<file path="src/sv/sji_pkg.sv">
`default_nettype none
package sji_pkg;

  localparam int HistoryDepth = 8;
  localparam int FractionBits = 16;
  localparam int CfgIdxW = 1;

  localparam logic [31:0] DelayReset = 32'd100000;

  typedef enum logic [1:0] {
    CMD_UPDATE = 2'd0,
    CMD_SNAP   = 2'd1,
    CMD_TICK   = 2'd2,
    CMD_NONE   = 2'd3
  } cmd_t;

  localparam logic [CfgIdxW-1:0] REG_DELAY = 1'd0;
  localparam logic [CfgIdxW-1:0] REG_PASS  = 1'd1;

  typedef enum logic [3:0] {
    ST_IDLE,
    ST_DECIDE,
    ST_SEARCH,
    ST_READ_A,
    ST_READ_B,
    ST_DIV,
    ST_MUL,
    ST_SUM,
    ST_OUT
  } state_t;

  // controller -> datapath
  typedef struct packed {
    logic capture;
    logic store;
    logic snap_clear;
    logic search_start;
    logic search_step;
    logic read_a;
    logic read_b;
    logic div_start;
    logic div_step;
    logic mul_step;
    logic sum_step;
    logic load_pass;
    logic load_blend;
  } dp_cmd_t;

  // datapath -> controller
  typedef struct packed {
    logic [1:0] cmd;
    logic       drop_update;
    logic       tick_ok;
    logic       search_done;
    logic       div_done;
    logic       mul_done;
  } dp_status_t;

endpackage
`default_nettype wire

</file>
<file path="src/sv/sji_ctrl.sv">
`default_nettype none
module sji_ctrl (
  input  wire                       clk,
  input  wire                       rst,
  input  wire                       in_valid,
  output logic                      in_stall,
  output logic                      out_valid,
  input  wire                       out_stall,
  input  wire                       passthrough,
  input  sji_pkg::dp_status_t       status,
  output sji_pkg::dp_cmd_t          cmd
);

  sji_pkg::state_t state, state_next;
  logic out_valid_next;

  always_ff @(posedge clk) begin
    if (rst) begin
      state <= sji_pkg::ST_IDLE;
      out_valid <= 1'b0;
    end else begin
      state <= state_next;
      out_valid <= out_valid_next;
    end
  end

  always_comb begin
    state_next = state;
    cmd = '0;
    out_valid_next = out_valid && out_stall;
    in_stall = (state != sji_pkg::ST_IDLE);
    unique case (state)
      sji_pkg::ST_IDLE: begin
        if (in_valid) begin
          cmd.capture = 1'b1;
          state_next = sji_pkg::ST_DECIDE;
        end
      end
      sji_pkg::ST_DECIDE: begin
        state_next = sji_pkg::ST_IDLE;
        if (status.cmd == sji_pkg::CMD_UPDATE || status.cmd == sji_pkg::CMD_SNAP) begin
          if (passthrough) begin
            if (!out_valid) begin
              cmd.load_pass = 1'b1;
              out_valid_next = 1'b1;
            end else begin
              state_next = sji_pkg::ST_DECIDE;
            end
          end else if (status.cmd == sji_pkg::CMD_SNAP) begin
            if (!out_valid) begin
              cmd.snap_clear = 1'b1;
              cmd.store = 1'b1;
              cmd.load_pass = 1'b1;
              out_valid_next = 1'b1;
            end else begin
              state_next = sji_pkg::ST_DECIDE;
            end
          end else if (!status.drop_update) begin
            cmd.store = 1'b1;
          end
        end else if (status.cmd == sji_pkg::CMD_TICK && !passthrough && status.tick_ok) begin
          cmd.search_start = 1'b1;
          state_next = sji_pkg::ST_SEARCH;
        end
      end
      sji_pkg::ST_SEARCH: begin
        cmd.search_step = 1'b1;
        if (status.search_done) state_next = sji_pkg::ST_READ_A;
      end
      sji_pkg::ST_READ_A: begin
        cmd.read_a = 1'b1;
        state_next = sji_pkg::ST_READ_B;
      end
      sji_pkg::ST_READ_B: begin
        cmd.read_b = 1'b1;
        cmd.div_start = 1'b1;
        state_next = sji_pkg::ST_DIV;
      end
      sji_pkg::ST_DIV: begin
        cmd.div_step = 1'b1;
        if (status.div_done) state_next = sji_pkg::ST_MUL;
      end
      sji_pkg::ST_MUL: begin
        cmd.mul_step = 1'b1;
        state_next = sji_pkg::ST_SUM;
      end
      sji_pkg::ST_SUM: begin
        cmd.sum_step = 1'b1;
        if (status.mul_done) state_next = sji_pkg::ST_OUT;
        else state_next = sji_pkg::ST_MUL;
      end
      sji_pkg::ST_OUT: begin
        if (!out_valid) begin
          cmd.load_blend = 1'b1;
          out_valid_next = 1'b1;
          state_next = sji_pkg::ST_IDLE;
        end
      end
      default: state_next = sji_pkg::ST_IDLE;
    endcase
  end

endmodule
`default_nettype wire

</file>
<file path="config.mk">
export PLATFORM = sky130hd
export DESIGN_NAME = sji_ctrl
export DESIGN_NICKNAME = d
export VERILOG_FILES = /design/src/sv/sji_pkg.sv /design/src/sv/sji_ctrl.sv
export SDC_FILE = /design/constraint.sdc
export NUM_CORES = 1
export LEC_CHECK = 0
export BUFFER_PORTS_ARGS = -buffer_cell sky130_fd_sc_hd__buf_2
export CORE_AREA = 2 2 39 41
export CTS_CLUSTER_DIAMETER = 40
export CTS_CLUSTER_SIZE = 24
export DETAILED_ROUTE_END_ITERATION = 8
export DIE_AREA = 0 0 41 43
export GPL_ROUTABILITY_DRIVEN = 0
export PLACE_DENSITY_LB_ADDON = 0.3
export SLEW_MARGIN = 40
export SYNTH_ARGS = -nofsm -noshare
export SYNTH_HDL_FRONTEND = slang
export SYNTH_SLANG_ARGS = --single-unit
</file>
<file path="constraint.sdc">
create_clock -name clk -period 2.75 [get_ports clk]
set_input_delay 0.6875 -clock clk [delete_from_list [all_inputs] [get_ports clk]]
set_output_delay 0.6875 -clock clk [all_outputs]
set_load 0.05 [all_outputs]
</file>
---- After elaboration in Yosys (flattened, before gate mapping) ----
Cells that the tools add are included.
storage, ports and cells
  output and inout bits ................... 15
  word-level logic and storage cells ...... 64
  register bits after elaboration ......... 5
cells by class
  multiplexer cells ....................... 39
  eq/ne operators ......................... 14
  reductions and logical operators ........ 9
operators with widths
  operator                                             count
  one-hot mux 4 bit (9 select lines)                   1
  2-to-1 mux 4 bit                                     8
  2-to-1 mux 1 bit                                     23
  equality test 4 x 3 -> 1 bit, second input constant  4
  2-to-1 mux 2 bit                                     5
  equality test 4 x 2 -> 1 bit, second input constant  2
  inequality test 2 bit, second input constant         4
  equality test 4 x 1 -> 1 bit, second input constant  1
  equality test 4 bit, second input constant           1
  zero test 4 bit                                      1
  AND reduction 4 bit                                  1
  nonzero test 4 bit                                   1
  logical AND 1 bit                                    3
  2-to-1 mux 3 bit                                     1
  equality test 2 x 1 -> 1 bit, second input constant  1
  equality test 2 bit, second input constant           1
  zero test 2 bit                                      1
  one-hot mux 1 bit (2 select lines)                   1
  zero test 1 bit                                      1
  logical OR 1 bit                                     1

---- Depth between registers and ports, before layout ----
  word-level depth ........................ 6
  mapped depth ............................ 6
  mapped depth without buffers ............ 4

---- Worst setup path before layout ----
Ideal clock, no wire load.
  path type ............................... register to output
  start point ............................. register state[3]
  end point ............................... output cmd[10] (netlist bit)
  path buffers ............................ 2
  path slack .............................. -0.512 ns
  cell stages (with the launch flop) ...... 5
  arrival ................................. 2.575 ns
  path through ............................ dfxtp_1 buf_6 or4b_4 buf_6 nor4_1
RTL lines
  element                 RTL line        text
  from (decl)             sji_ctrl.sv:14  sji_pkg::state_t state, state_next;
  from (signal assigned)  sji_ctrl.sv:19  state <= sji_pkg::ST_IDLE;
  from (signal assigned)  sji_ctrl.sv:22  state <= state_next;
  to (decl)               sji_ctrl.sv:11  output sji_pkg::dp_cmd_t cmd

==> key figures <==
Yosys
  – Syn. warnings: 0
  – Syn Area/Cell: 7.66 µm²
  – Yosys cell types: 29
  – Most common cell in the synthesized netlist: nor2_1
  – Most instantiated cells after synthesis: nor2_1, a21oi_1, dfxtp_1, nand2_1, nor4_1
  – Post-synth EDFFs: 0
  – Synth Cell Area: 437 µm²
  – Yosys reg bits: 5
  – Top cells by area, synth: dfxtp_1, nor4_1, nor2_1
  – Post-synthesis sequential area ratio: 0.229
  – Ys async rst share: 0
  – Dominant cell type by area after synthesis: dfxtp_1
  – Area share of the largest cell type after synthesis: 0.229
  – Mapped Cells: 57
  – Net Count, Synth: 69
  – Ys flop type: dfxtp_1

Clock tree
  – Clk slew on worst S/H paths: 0.04 ns
  – Clock Path Buffers: 2
  – H-tree depth: 1
  – Post_cts resized: 0
  – Worst-skew pair later-pin latency: 0.24 ns
  – Hold-fix buffers, CTS: 0
  – Clock Tree Root: clkbuf_4
  – CTS tree: done
  – Sink Count: 5
  – Num CTS Buffers: 3
  – Post-CTS Setup Bufs: 0

Status
  – Run status: finished clean

Placement
  – Post-placement cell count: 94
  – I/O Buffers: 26
  – HPWL Detailed: 875 µm
  – Placed cell area: 552 µm²

STA
  – Minimum clock period: 2.61 ns
  – Rel. slew slack: 0.691
  – Worst Tran Pin Value: 0.457 ns
  – Final Hold Viols: 0
  – Fmax: 0.383 GHz
  – Tcrit/Tclk final: 0.950
  – Hold_ws: 0.514 ns
  – RSZ-0062 raised after global routing: no
  – Final setup fails: 0
  – Clock Skews: 0.00463 ns
  – Slew Limit Fails: 0

Setup path
  – CP max FO: 12
  – CP arrival: 1.93 ns
  – Critical path required time: 2.06 ns
  – CP Launch Type: flip-flop
  – Setup crit start: state[0]
  – CP Class: flip-flop to output pin
  – Worst setup EP type: output pin
  – Reg2reg start: state[0]

Cells and area
  – Filler-free cell count of the finished design: 98
  – Syn-to-layout area delta: 32.4%
  – Ant. Diodes: 0
  – Final net count: 95
  – Design Area, Final: 578 µm²
  – Fraction of layout cells with a size suffix above 1: 0.402

Global route
  – Largest net degree at the start of global routing: 13
  – All-Layer GR Usage: 0.138
  – GRT overflow: 0
  – Antenna violations before repair: 0
  – First-pass GRT wire length: 1670 µm
  – Vias in the first global route: 429

Die
  – I/O pin cnt: 27
  – Die ar.: 1760 µm²
  – Initial Utilization: 0.316
  – Die extent in x: 41 µm
  – Die extent in y: 43 µm
  – Core area: 1380 µm²
  – FP Rows: 14

Power
  – Overall power: 0.000224 W
  – Max IR drop VDD: 0.200 mV
  – Pwr per Cell Area: 388 nW/µm²
  – Leak: 0.268 nW

Drt
  – Vias per inst: 5.09
  – Wirelength, routed: 1130 µm
  – Drt first pass iters: 4
  – Avg WL per Cell: 11.5 µm
  – Initial detailed-routing violation count: 7
  – Remaining DRCs: 0
  – Post-route ant nets: 0
  – Vias: 499

Min path
  – Hold Crit Class: flip-flop to flip-flop
  – Min-delay src: out_valid

Job
  – Max Cap Viol: 0
-- final timing paths --
path | slack [ns] | cells after the start | endpoint
setup / recovery | 0.14 | 3 | cmd[10]
hold / removal | 0.51 | 2 | out_valid
setup reg to reg | 1.08 | 4 | state[0]
hold reg to reg | 0.51 | 2 | out_valid
-- cell usage in the layout, fill, tap and decap left out, types with 3 or more instances in the layout --
| master | Yosys | layout |
|---|---|---|
| nor3_1 | 4 | 4 |
| nor2_1 | 7 | 7 |
| buf_2 | 1 | 26 |
| a21oi_1 | 5 | 5 |
| clkbuf_4 | 0 | 3 |
| dfxtp_1 | 5 | 5 |
| nand2_1 | 5 | 5 |
| nand2b_1 | 3 | 3 |
| nor4_1 | 5 | 5 |
-- power by group --
part	leakage [nW]	switching [W]	internal [W]	total, W
clock network	0.0150	0.0000311	0.0000549	0.0000860
registers	0.0406	0.00000460	0.0000749	0.0000795
logic	0.212	0.0000387	0.0000202	0.0000589
-- logic make-up (layout without fill, tap and decap cells) --
group / count (synthesis) / after routing / share of synthesized area
simple gates: 33 / 33 / 0.467
buf+inv: 7 / 32 / 0.106
mux: 1 / 1 / 0.0229
flops: 5 / 5 / 0.229
compound gates: 11 / 11 / 0.175
-- stage by stage --
| stage | TNS (ns) | util | setup slack, ns |
|---|---|---|---|
| after global routing | 0 | 0.418 | 0.00576 |
| after CTS | 0 | 0.418 | 0.162 |
| after detailed placement | 0 | 0.399 | 0.426 |
| after global placement | 0 | 0.399 | 0.487 |
| final | 0 | 0.418 | 0.137 |
| after floorplan | -1.59 | - | -0.512 |
-- worst max-delay path, stage by stage, from the launching register on --
cell	delay, ns
dfxtp_1	0.51
or4b_4	0.57
nor4_1	0.28
buf_2	0.32
-- registers in the layout (all words and copies together), names as in the netlist --
name       count
state          4
out_valid      1
-- metal layers --
layer | global-route usage | routed length [µm] | vias up
li1 | - | - | 261
met1 | 0.159 | 506 | 221
met2 | 0.228 | 562 | 15
met3 | 0.0471 | 52 | 2
met4 | 0.0400 | 8 | 0
met5 | 0 | 0 | -
-- area by class of cell --
class	count	area [µm²]
fillers	157	806
multi-input cells	45	290
repair buffers	27	138
flip-flops and latches	5	100
clock buffers	4	26.3
well taps	16	20.0
inverters	1	3.75
(Power assumes the default switching activity.)
